`src/hdl/bhra_pkg.sv`:
```
// Package: types, codes and reset values of the button hold repeat block.
`timescale 1ns / 1ps

package bhra_pkg;

  localparam int CNT_W  = 11;
  localparam int LOOP_W = 4;
  localparam int CFG_AW = 3;

  localparam logic [CNT_W-1:0]  CNT_MAX  = '1;
  localparam logic [LOOP_W-1:0] LOOP_MAX = '1;

  typedef enum logic [1:0] {
    PH_IDLE,
    PH_DEBOUNCE,
    PH_CHECK,
    PH_HOLD
  } phase_t;

  typedef enum logic [1:0] {
    KIND_REPEAT,
    KIND_MENU,
    KIND_PLAIN
  } kind_t;

  // button indexes
  localparam logic [1:0] KEY_MENU = 2'd0;
  localparam logic [1:0] KEY_UP   = 2'd1;
  localparam logic [1:0] KEY_DOWN = 2'd2;
  localparam logic [1:0] KEY_SET  = 2'd3;

  // event codes
  localparam logic [2:0] EV_NONE      = 3'd0;
  localparam logic [2:0] EV_LCD_RESET = 3'd5;

  // configuration register indexes
  localparam logic [CFG_AW-1:0] REG_DEBOUNCE    = 3'd0;
  localparam logic [CFG_AW-1:0] REG_DELAY_START = 3'd1;
  localparam logic [CFG_AW-1:0] REG_DELAY_FLOOR = 3'd2;
  localparam logic [CFG_AW-1:0] REG_DELAY_STEP  = 3'd3;
  localparam logic [CFG_AW-1:0] REG_LOOPS       = 3'd4;
  localparam logic [CFG_AW-1:0] REG_MENU_TICKS  = 3'd5;
  localparam logic [CFG_AW-1:0] REG_MENU_COUNT  = 3'd6;
  localparam logic [CFG_AW-1:0] REG_PLAIN_TICKS = 3'd7;

  // reset values
  localparam logic [CNT_W-1:0]  RST_DEBOUNCE    = 11'd100;
  localparam logic [CNT_W-1:0]  RST_DELAY_START = 11'd300;
  localparam logic [CNT_W-1:0]  RST_DELAY_FLOOR = 11'd50;
  localparam logic [CNT_W-1:0]  RST_DELAY_STEP  = 11'd50;
  localparam logic [LOOP_W-1:0] RST_LOOPS       = 4'd3;
  localparam logic [CNT_W-1:0]  RST_MENU_TICKS  = 11'd1000;
  localparam logic [LOOP_W-1:0] RST_MENU_COUNT  = 4'd5;
  localparam logic [CNT_W-1:0]  RST_PLAIN_TICKS = 11'd100;

endpackage

```
`src/hdl/button_hold_repeat_accelerator.sv`:
```
// Top level: key autorepeat with acceleration, one tick request per cycle without output stalls.
`timescale 1ns / 1ps

// Takes one 1 ms tick request on s_* (pressed-button bits and the
// value-selected flag) and returns exactly one result request on m_* for it:
// an event code (0 none, 1 menu, 2 up, 3 down-right, 4 set, 5 LCD reset) and
// a repeat flag in m_tuser. The result is registered; throughput is one tick
// per cycle without output stalls, set by the single state update that sits
// between the state registers and the result register. Out of reset, s_tready
// is high whenever the result register is empty or being taken in the same
// cycle. Configuration is a plain write port (cfg_we/cfg_addr/cfg_wdata);
// writes take effect at once, a new repeat start delay is picked up at the
// next release. Reset is synchronous; no clearing pass is needed.
module button_hold_repeat_accelerator (
  input  logic                       clk,
  input  logic                       rst,
  // tick request
  input  logic                       s_tvalid,
  output logic                       s_tready,
  input  logic [7:0]                 s_tdata,   // [3:0] buttons_pressed, [4] value_selected
  // result request
  output logic                       m_tvalid,
  input  logic                       m_tready,
  output logic [7:0]                 m_tdata,   // [2:0] event_code
  output logic                       m_tuser,   // [0] is_repeat
  // configuration
  input  logic                       cfg_we,
  input  logic [bhra_pkg::CFG_AW-1:0] cfg_addr,
  input  logic [bhra_pkg::CNT_W-1:0]  cfg_wdata
);

  localparam int CW = bhra_pkg::CNT_W;
  localparam int LW = bhra_pkg::LOOP_W;

  // configuration registers
  logic [CW-1:0] debounce_ticks;
  logic [CW-1:0] delay_start;
  logic [CW-1:0] delay_floor;
  logic [CW-1:0] delay_step;
  logic [LW-1:0] loops_per_level;
  logic [CW-1:0] menu_ticks;
  logic [LW-1:0] menu_reset_count;
  logic [CW-1:0] plain_ticks;

  // hold state
  bhra_pkg::phase_t phase, phase_next;
  bhra_pkg::kind_t  kind, kind_next;
  logic [1:0]       active_button, active_button_next;
  logic [CW-1:0]    wait_counter, wait_counter_next;
  logic [CW-1:0]    current_delay, current_delay_next;
  logic [LW-1:0]    loop_count, loop_count_next;
  logic [LW-1:0]    menu_count, menu_count_next;

  // result
  logic [2:0] event_code, event_code_next;
  logic       is_repeat, is_repeat_next;

  logic [3:0]    buttons;
  logic          selected;
  logic          accept;
  logic          btn_held;
  logic [CW-1:0] wait_inc;
  logic [CW-1:0] iter_len;
  logic          debounce_done;
  logic          iter_done;
  logic [LW-1:0] loop_inc;
  logic [LW-1:0] menu_inc;
  logic [1:0]    first_button;
  logic [CW:0]   floor_plus_step;

  assign buttons  = s_tdata[3:0];
  assign selected = s_tdata[4];
  assign s_tready = !rst && (!m_tvalid || m_tready);
  assign accept   = s_tvalid && s_tready;

  assign btn_held = buttons[active_button];
  assign wait_inc = (wait_counter == bhra_pkg::CNT_MAX) ? wait_counter : wait_counter + 1'b1;
  assign loop_inc = (loop_count == bhra_pkg::LOOP_MAX) ? loop_count : loop_count + 1'b1;
  assign menu_inc = (menu_count == bhra_pkg::LOOP_MAX) ? menu_count : menu_count + 1'b1;
  assign floor_plus_step = {1'b0, delay_floor} + {1'b0, delay_step};

  always_comb begin
    unique case (kind)
      bhra_pkg::KIND_REPEAT: iter_len = current_delay;
      bhra_pkg::KIND_MENU:   iter_len = menu_ticks;
      default:               iter_len = plain_ticks;
    endcase
  end

  assign debounce_done = (wait_inc >= debounce_ticks);
  assign iter_done     = (wait_inc >= iter_len);

  // lowest pressed button wins: menu, up, down-right, set
  always_comb begin
    priority if (buttons[0]) first_button = bhra_pkg::KEY_MENU;
    else if (buttons[1])     first_button = bhra_pkg::KEY_UP;
    else if (buttons[2])     first_button = bhra_pkg::KEY_DOWN;
    else                     first_button = bhra_pkg::KEY_SET;
  end

  // next phase
  always_comb begin
    phase_next = phase;
    unique case (phase)
      bhra_pkg::PH_IDLE:     if (buttons != 4'd0) phase_next = bhra_pkg::PH_DEBOUNCE;
      bhra_pkg::PH_DEBOUNCE: if (debounce_done) phase_next = bhra_pkg::PH_CHECK;
      bhra_pkg::PH_CHECK:    phase_next = btn_held ? bhra_pkg::PH_HOLD : bhra_pkg::PH_IDLE;
      bhra_pkg::PH_HOLD:     if (iter_done) phase_next = bhra_pkg::PH_CHECK;
      default:               phase_next = bhra_pkg::PH_IDLE;
    endcase
  end

  // counters and result
  always_comb begin
    logic [LW-1:0] loop_upd;
    loop_upd            = loop_count;
    kind_next           = kind;
    active_button_next  = active_button;
    wait_counter_next   = wait_counter;
    current_delay_next  = current_delay;
    loop_count_next     = loop_count;
    menu_count_next     = menu_count;
    event_code_next     = bhra_pkg::EV_NONE;
    is_repeat_next      = 1'b0;
    unique case (phase)
      bhra_pkg::PH_IDLE: begin
        if (buttons != 4'd0) begin
          active_button_next = first_button;
          wait_counter_next  = '0;
        end
      end
      bhra_pkg::PH_DEBOUNCE: begin
        wait_counter_next = wait_inc;
      end
      bhra_pkg::PH_CHECK: begin
        if (btn_held) begin
          if ((active_button == bhra_pkg::KEY_UP || active_button == bhra_pkg::KEY_DOWN)
              && selected)
            kind_next = bhra_pkg::KIND_REPEAT;
          else if (active_button == bhra_pkg::KEY_MENU)
            kind_next = bhra_pkg::KIND_MENU;
          else
            kind_next = bhra_pkg::KIND_PLAIN;
          wait_counter_next = '0;
        end else begin
          // release: report the press and restart the hold counters
          event_code_next    = {1'b0, active_button} + 3'd1;
          loop_count_next    = '0;
          menu_count_next    = '0;
          current_delay_next = delay_start;
        end
      end
      default: begin
        wait_counter_next = wait_inc;
        if (iter_done) begin
          if (kind == bhra_pkg::KIND_REPEAT) begin
            loop_upd = loop_inc;
            if (loop_inc >= loops_per_level) begin
              event_code_next = {1'b0, active_button} + 3'd1;
              is_repeat_next  = 1'b1;
            end
          end else if (kind == bhra_pkg::KIND_MENU) begin
            menu_count_next = menu_inc;
            if (menu_inc >= menu_reset_count) begin
              menu_count_next = '0;
              event_code_next = bhra_pkg::EV_LCD_RESET;
              is_repeat_next  = 1'b1;
            end
          end
          loop_count_next = loop_upd;
          // speed-up toward the floor
          if (kind != bhra_pkg::KIND_PLAIN && loop_upd >= loops_per_level &&
              current_delay > delay_floor) begin
            loop_count_next = '0;
            if ({1'b0, current_delay} < floor_plus_step)
              current_delay_next = delay_floor;
            else
              current_delay_next = current_delay - delay_step;
          end
        end
      end
    endcase
  end

  // state registers
  always_ff @(posedge clk) begin
    if (rst) begin
      phase         <= bhra_pkg::PH_IDLE;
      kind          <= bhra_pkg::KIND_REPEAT;
      active_button <= '0;
      wait_counter  <= '0;
      current_delay <= bhra_pkg::RST_DELAY_START;
      loop_count    <= '0;
      menu_count    <= '0;
    end else if (accept) begin
      phase         <= phase_next;
      kind          <= kind_next;
      active_button <= active_button_next;
      wait_counter  <= wait_counter_next;
      current_delay <= current_delay_next;
      loop_count    <= loop_count_next;
      menu_count    <= menu_count_next;
    end
  end

  // result register
  always_ff @(posedge clk) begin
    if (rst) begin
      m_tvalid <= 1'b0;
    end else if (accept) begin
      m_tvalid <= 1'b1;
    end else if (m_tready) begin
      m_tvalid <= 1'b0;
    end
  end

  always_ff @(posedge clk) begin
    if (accept) begin
      event_code <= event_code_next;
      is_repeat  <= is_repeat_next;
    end
  end

  assign m_tdata = {5'd0, event_code};
  assign m_tuser = is_repeat;

  // configuration registers
  always_ff @(posedge clk) begin
    if (rst) begin
      debounce_ticks   <= bhra_pkg::RST_DEBOUNCE;
      delay_start      <= bhra_pkg::RST_DELAY_START;
      delay_floor      <= bhra_pkg::RST_DELAY_FLOOR;
      delay_step       <= bhra_pkg::RST_DELAY_STEP;
      loops_per_level  <= bhra_pkg::RST_LOOPS;
      menu_ticks       <= bhra_pkg::RST_MENU_TICKS;
      menu_reset_count <= bhra_pkg::RST_MENU_COUNT;
      plain_ticks      <= bhra_pkg::RST_PLAIN_TICKS;
    end else if (cfg_we) begin
      unique case (cfg_addr)
        bhra_pkg::REG_DEBOUNCE:    debounce_ticks   <= cfg_wdata;
        bhra_pkg::REG_DELAY_START: delay_start      <= cfg_wdata;
        bhra_pkg::REG_DELAY_FLOOR: delay_floor      <= cfg_wdata;
        bhra_pkg::REG_DELAY_STEP:  delay_step       <= cfg_wdata;
        bhra_pkg::REG_LOOPS:       loops_per_level  <= cfg_wdata[LW-1:0];
        bhra_pkg::REG_MENU_TICKS:  menu_ticks       <= cfg_wdata;
        bhra_pkg::REG_MENU_COUNT:  menu_reset_count <= cfg_wdata[LW-1:0];
        bhra_pkg::REG_PLAIN_TICKS: plain_ticks      <= cfg_wdata;
        default: ;
      endcase
    end
  end

endmodule

```
`config.mk`:
```
export PLATFORM = sky130hd
export DESIGN_NAME = button_hold_repeat_accelerator
export DESIGN_NICKNAME = d
export VERILOG_FILES = /design/src/hdl/bhra_pkg.sv /design/src/hdl/button_hold_repeat_accelerator.sv
export SDC_FILE = /design/constraint.sdc
export NUM_CORES = 1
export LEC_CHECK = 0
export BUFFER_PORTS_ARGS = -buffer_cell sky130_fd_sc_hd__buf_2
export CORE_MARGIN = 3
export CORE_UTILIZATION = 55
export CTS_BUF_LIST = sky130_fd_sc_hd__clkbuf_16
export CTS_CLUSTER_SIZE = 12
export DETAILED_ROUTE_END_ITERATION = 10
export PLACE_DENSITY_LB_ADDON = 0.15
export REMOVE_ABC_BUFFERS = 1
export SLEW_MARGIN = 5
export SYNTH_ARGS = -nofsm -noshare
export SYNTH_HDL_FRONTEND = slang
export SYNTH_SLANG_ARGS = --single-unit
```
`constraint.sdc`:
```
create_clock -name clk -period 4.3 [get_ports clk]
set_input_delay 0.645 -clock clk [delete_from_list [all_inputs] [get_ports clk]]
set_output_delay 0.645 -clock clk [all_outputs]
set_load 0.01 [all_outputs]
```
# Yosys cells after proc, flatten, opt, wreduce, memory -nomap -nowiden
# Index checks and enable logic that the tools add are counted.
[op_classes]
n_shift = 0
order_cmp = 8
bitwise = 2
n_div = 0
muxes = 49
mul = 0
n_eq_ne = 23
n_reduce_logical = 36
add_sub_neg = 6
[ops]
columns = ["operator", "n"]
rows = [
  ["11-bit 2-to-1 mux", 7],
  ["11-bit one-hot mux with 2 select lines", 3],
  ["4-bit 2-to-1 mux", 12],
  ["11-bit >= comparator", 2],
  ["3-bit 2-to-1 mux", 6],
  ["2-bit 2-to-1 mux", 8],
  ["4-bit one-hot mux with 2 select lines", 2],
  ["2-bit AND reduction", 8],
  ["11-bit by 11-bit adder with 12-bit output", 1],
  ["3-bit equality test, second input constant", 4],
  ["4-bit >= comparator", 3],
  ["11-bit by 12-bit < comparator with 1-bit output", 1],
  ["2-bit inequality test, second input constant", 6],
  ["11-bit by 1-bit adder with 11-bit output, second input constant", 1],
  ["11-bit equality test, second input constant", 1],
  ["11-bit > comparator", 1],
  ["11-bit subtractor", 1],
  ["3-bit AND reduction", 3],
  ["4-bit by 1-bit adder with 4-bit output, second input constant", 2],
  ["4-bit equality test, second input constant", 2],
  ["1-bit 2-to-1 mux", 8],
  ["2-bit one-hot mux with 4 select lines", 1],
  ["4-bit AND reduction", 2],
  ["2-bit nonzero test", 4],
  ["21 further kinds", 35],
]
[word_totals]
latch_bits = 0
in_bits = 27
mem_bits_rw = 0
reg_bits = 115
output_inout_bits = 11
word_cells = 142
mem_count = 0
rom_bits = 0

# Longest topological paths before layout
[depth]
ltp_word = 11
ltp_mapped = 18
ltp_nobuf = 17

# Least setup slack after synthesis
# OpenSTA, ideal clock, no wires.
[synth_path]
path_kind = "register to register"
startpoint = "register delay_floor[0]"
endpoint = "register current_delay[3]"
slack_ns = 0.616
path_buffers = 1
synth_period_minus_slack_ns = 3.684
arrival_time_ns = 3.564
setup_ns = 0.120
stages_incl_launch_ff = 19
required_ns = 4.180
cell_sequence = "dfxtp_1 ha_1 fa_1 a21o_1 a21oi_1 o21bai_1 a21oi_1 o21ai_0 a21o_1 a21oi_1 xor2_1 ha_1 nor2_1 a211oi_1 o211ai_1 buf_2 mux2i_1 a211oi_1 a211o_1"
[synth_via]
elab_chain_cells = 6
elab_cells_between_ends = 10
cone_classes = "1 x add/sub; 2 x order compare; 4 x mux; 3 x reduce/logical"
[synth_lines]
columns = ["element", "line", "source"]
rows = [
  ["start, declared", "button_hold_repeat_accelerator.sv:38", "logic [CW-1:0] delay_floor;"],
  ["start signal, assigned", "button_hold_repeat_accelerator.sv:232", "delay_floor <= bhra_pkg::RST_DELAY_FLOOR;"],
  ["start signal, assigned", "button_hold_repeat_accelerator.sv:242", "bhra_pkg::REG_DELAY_FLOOR: delay_floor <= cfg_wdata;"],
  ["11-bit by 11-bit adder with 12-bit output", "button_hold_repeat_accelerator.sv:80", "assign floor_plus_step = {1'b0, delay_floor} + {1'b0, delay_step};"],
  ["11-bit by 12-bit < comparator with 1-bit output", "button_hold_repeat_accelerator.sv:175", "if ({1'b0, current_delay} < floor_plus_step)"],
  ["11-bit 2-to-1 mux", "button_hold_repeat_accelerator.sv:175", ""],
  ["11-bit 2-to-1 mux", "button_hold_repeat_accelerator.sv:172", "if (kind != bhra_pkg::KIND_PLAIN && loop_upd >= loops_per_level &&"],
  ["11-bit 2-to-1 mux", "button_hold_repeat_accelerator.sv:155", "if (iter_done) begin"],
  ["11-bit one-hot mux with 2 select lines", "button_hold_repeat_accelerator.sv:125", "unique case (phase)"],
  ["end signal, assigned", "button_hold_repeat_accelerator.sv:192", "current_delay <= bhra_pkg::RST_DELAY_START;"],
  ["end signal, assigned", "button_hold_repeat_accelerator.sv:200", "current_delay <= current_delay_next;"],
  ["end, declared", "button_hold_repeat_accelerator.sv:50", "logic [CW-1:0] current_delay, current_delay_next;"],
]
# Several ways; a longest one is shown, not always the timed one. The select of a mux whose other input is x is not followed.
# A chain may end at the register's enable or synchronous reset.

# Worst setup path in the final report
[layout_path]
startpoint = "register delay_floor[0]"
endpoint = "register current_delay[5]"
# The elaborated chain is that of the path after synthesis.

==> flow_summary.toml <==
[clocking]
clk_latency_ps = 420
cts_buffers = 17
h-tree-depth = 4
post_cts.repair.setup_buffers = 0
cts_tree = "built"
clock-sinks = 115
cts_max_path_buffers = 2
root_buffer = "clkbuf_16"
path_clk_slew_ps = 50

[yosys]
synth_fa_ha_area_share_pct = 14.0
yosysSeqAreaShare_pct = 31.9
synth_xor_area_share_pct = 3.10
synth_cells = 917
synth_top_family_by_area = "simple AND/OR/NAND/NOR gates"
syn_area_um2 = 7350
syn_area_per_cell_um2 = 8.02
synth_seq_cells = 115
yosys_warnings = 0
synth_ff_type = "dfxtp_1"
synth_compound_area_share_pct = 18.6
synthSimpleGateAreaFrac_pct = 20.0
synth_mux_area_share_pct = 6.79
synth-edff-count = 4
synth_async_sr_flop_share_pct = 0
yosysUniqueCellTypes = 65

[die]
start_util_pct = 57.3
fp.coreArea_um2 = 12800
die_h_um = 122
num_rows = 41
ios = 38
die_area_um2 = 14800
die_w_um = 122

[flow_run]
maxCapViolations = 0

[sta]
fin_crit_sh_pct = 92.9
slew_headroom_pct = 16.6
rsz0062_at_grt = "no"
worst_pin_slew_ps = 1250
tns_ps = 0
fmax_mhz = 250
hold_viol = 0
finalCriticalPeriod_ps = 4000
fin_worst_skew_ps = 4.51
setup_violations = 0
drv_slew = 0

[setup_path]
slowest_delay_ps = 420
crit_type = "flop to flop"
critPathCaptureType = "flop"
crit_buf_inv = 1
critical_path.top_delay_family = "compound AO/OA/AOI/OAI gates"
cp_slowest_cell = "fa_1"
cp-start-kind = "flop"
r2r-start = "delay_floor[0]"
crit_path_frequent_cell = "a21oi_1"
crit_path_cell_trace = "ha_1 > fa_1 > a21o_1 > a21oi_1 > o21bai_1 > a21oi_1 > o21ai_0 > a21o_1 > a21oi_1 > xor2_1 > ha_1 > nor2_1 > a211oi_1 > o211ai_1 > buf_6 > mux2i_1 > a211oi_1 > a211o_1"
arrival_ps = 4300
crit_required_ps = 4610
reg2reg_to = "current_delay[5]"
rr_worst_depth = 18
r2r_slack_ps = 300
cp_max_fo = 12

[pwr]
p_leak_nw = 3.38
power_frac_comb_pct = 8.3
swShare_pct = 23.5
p_int_mw = 2.19
clkPwrFrac_pct = 52.9
seq_power_share_pct = 38.8
p_sw_mw = 0.672
power_mw = 2.87
ir_drop_uv = 302
cellPowerDensity_nw_per_um2 = 348

[routing]
drc_errors = 0
via_count = 6662
drt_first_pass_iters = 5
ant_nets = 0
viasPerCell = 5.96
routedWlPerCell_um = 16.9
drt-total-wl_um = 18900
drt_iter0_drc = 577

[cells_and_area]
nFillCells = 1090
final_cell_mix = "163 x nand2_1, 111 x dfxtp_1, 89 x a21oi_1, 78 x ha_1, 61 x nor2_1"
final_net_count = 1039
final_util_pct = 64.2
antennaDiodeCount = 0
drive_gt1_share_pct = 9.74
final_common_cell = "nand2_1"
syn2layout_area_growth_pct = 12.0

[grt]
grt_pass1_vias = 6365
track_usage_pct = 26.3
antenna_found_initial = 0
grt_max_degree = 78
grt_pass1_wl_um = 31000
overflow = 0

[min_path]
min_path_cells = 3
hp-class = "input port to flop"
hold_end = "m_tvalid"
hp-start = "s_tvalid"

[placement]
dpl.hpwl_um = 13800
port_buffers = 29
gp_congestion = 0.864

[run_status]
status = "finished clean"
layout make-up:
class	count	area, um2	share of cell area (%)
Inverter	57	214	2.60
Sequential cell	115	2340	28.4
Timing Repair Buffer	39	224	2.72
Clock inverter	15	196	2.39
Multi-Input combinational cell	702	4620	56.1
Tap cell	172	215	2.61
Clock buffer	17	425	5.17
power groups by stage:
stage	clock, mW	sequential (mW)	combinational, mW
detailed placement	0	1.13	0.229
CTS	1.52	1.11	0.232
floorplan	0	1.13	0.144
finish	1.52	1.11	0.237
global route	1.57	1.11	0.263
global placement	0	1.13	0.220
synthesized netlist by cell type (5+ instances only):
cell      number  area (um2)
mux2i_1       42         420
nand2b_1      10        62.6
nor2_1        61         229
nand3_1       36         180
clkbuf_1      31         116
nand2_1      163         612
ha_1          78         976
mux2_2         5        56.3
buf_4          5        37.5
or3_1          6        37.5
a31oi_1        5        31.3
dfxtp_1      111        2220
a211o_1        9        78.8
o211ai_1      15         113
nor2b_1        8        50.1
xnor2_1       17         149
nand4_1        7        43.8
nor4_1         6        37.5
a21o_1        10        75.1
a21oi_1       89         445
inv_1         56         210
nor3_1        12        60.1
a211oi_1      14         105
buf_1          6        22.5
or2_2          6        37.5
o21ai_0       22         110
buf_2          5        25.0
o21a_1         8        60.1
xor2_1         9        78.8
worst register-to-register path: stages, from the launching register on:
cell,delay (ps)
dfxtp_1,340
ha_1,250
fa_1,420
a21o_1,170
a21oi_1,220
o21bai_1,100
a21oi_1,240
o21ai_0,200
a21o_1,210
a21oi_1,170
xor2_1,170
ha_1,250
nor2_1,120
a211oi_1,60
o211ai_1,120
buf_6,220
mux2i_1,220
a211oi_1,100
a211o_1,280
worst max-delay path by stage:
stage,to,cells after the start,from
6_report,current_delay[5],18,delay_floor[0]
5_1_grt,phase[0],14,wait_counter[0]
3_3_place_gp,menu_count[1],14,wait_counter[0]
2_1_floorplan,current_delay[2],17,delay_floor[0]
3_5_place_dp,phase[1],14,wait_counter[0]
4_1_cts,phase[0],14,wait_counter[0]
stage by stage:
step                instances  instance area, um2  hold WS (ps)  setup WS, ps
CTS                      1117                8220           444           176
detailed placement       1085                7600           449           201
floorplan                 874                7160           430           482
global placement         1085                7600           442           399
finish                   1117                8240           445           305
global route             1117                8240           462          12.2
sequential cells by signal, indices dropped and copies added (netlist names), 3 cells and up:
register	cells
delay_floor	11
plain_ticks	11
debounce_ticks	11
current_delay	11
menu_count	4
event_code	3
loop_count	4
wait_counter	11
menu_reset_count	4
loops_per_level	4
delay_step	11
delay_start	11
menu_ticks	11
repair_timing:
action,in CTS,in global routing
resized for setup,0,4
hold buffers,0,0
endpoints found under the setup margin,0,7
cell families (layout without fill, tap and decap cells):
family                   after synthesis  in the layout
multiplexers                          48             48
AO/OA/AOI/OAI                        211            211
AND/OR/NAND/NOR                      331            331
flip-flops                           115            115
adder cells (fa/ha/maj)               81             81
other                                  1              5
buffers and inverters                104            128
XOR/XNOR                              26             26
layer usage:
layer / global-route usage [%] / wire length, um / vias to the layer above
li1: - / - / 3261
met1: 34.4 / 8480 / 3149
met2: 43.9 / 8970 / 218
met3: 5.52 / 1110 / 34
met4: 8.05 / 307 / 0
met5: 0 / 0 / -
Power figures use the tool's default switching activity.
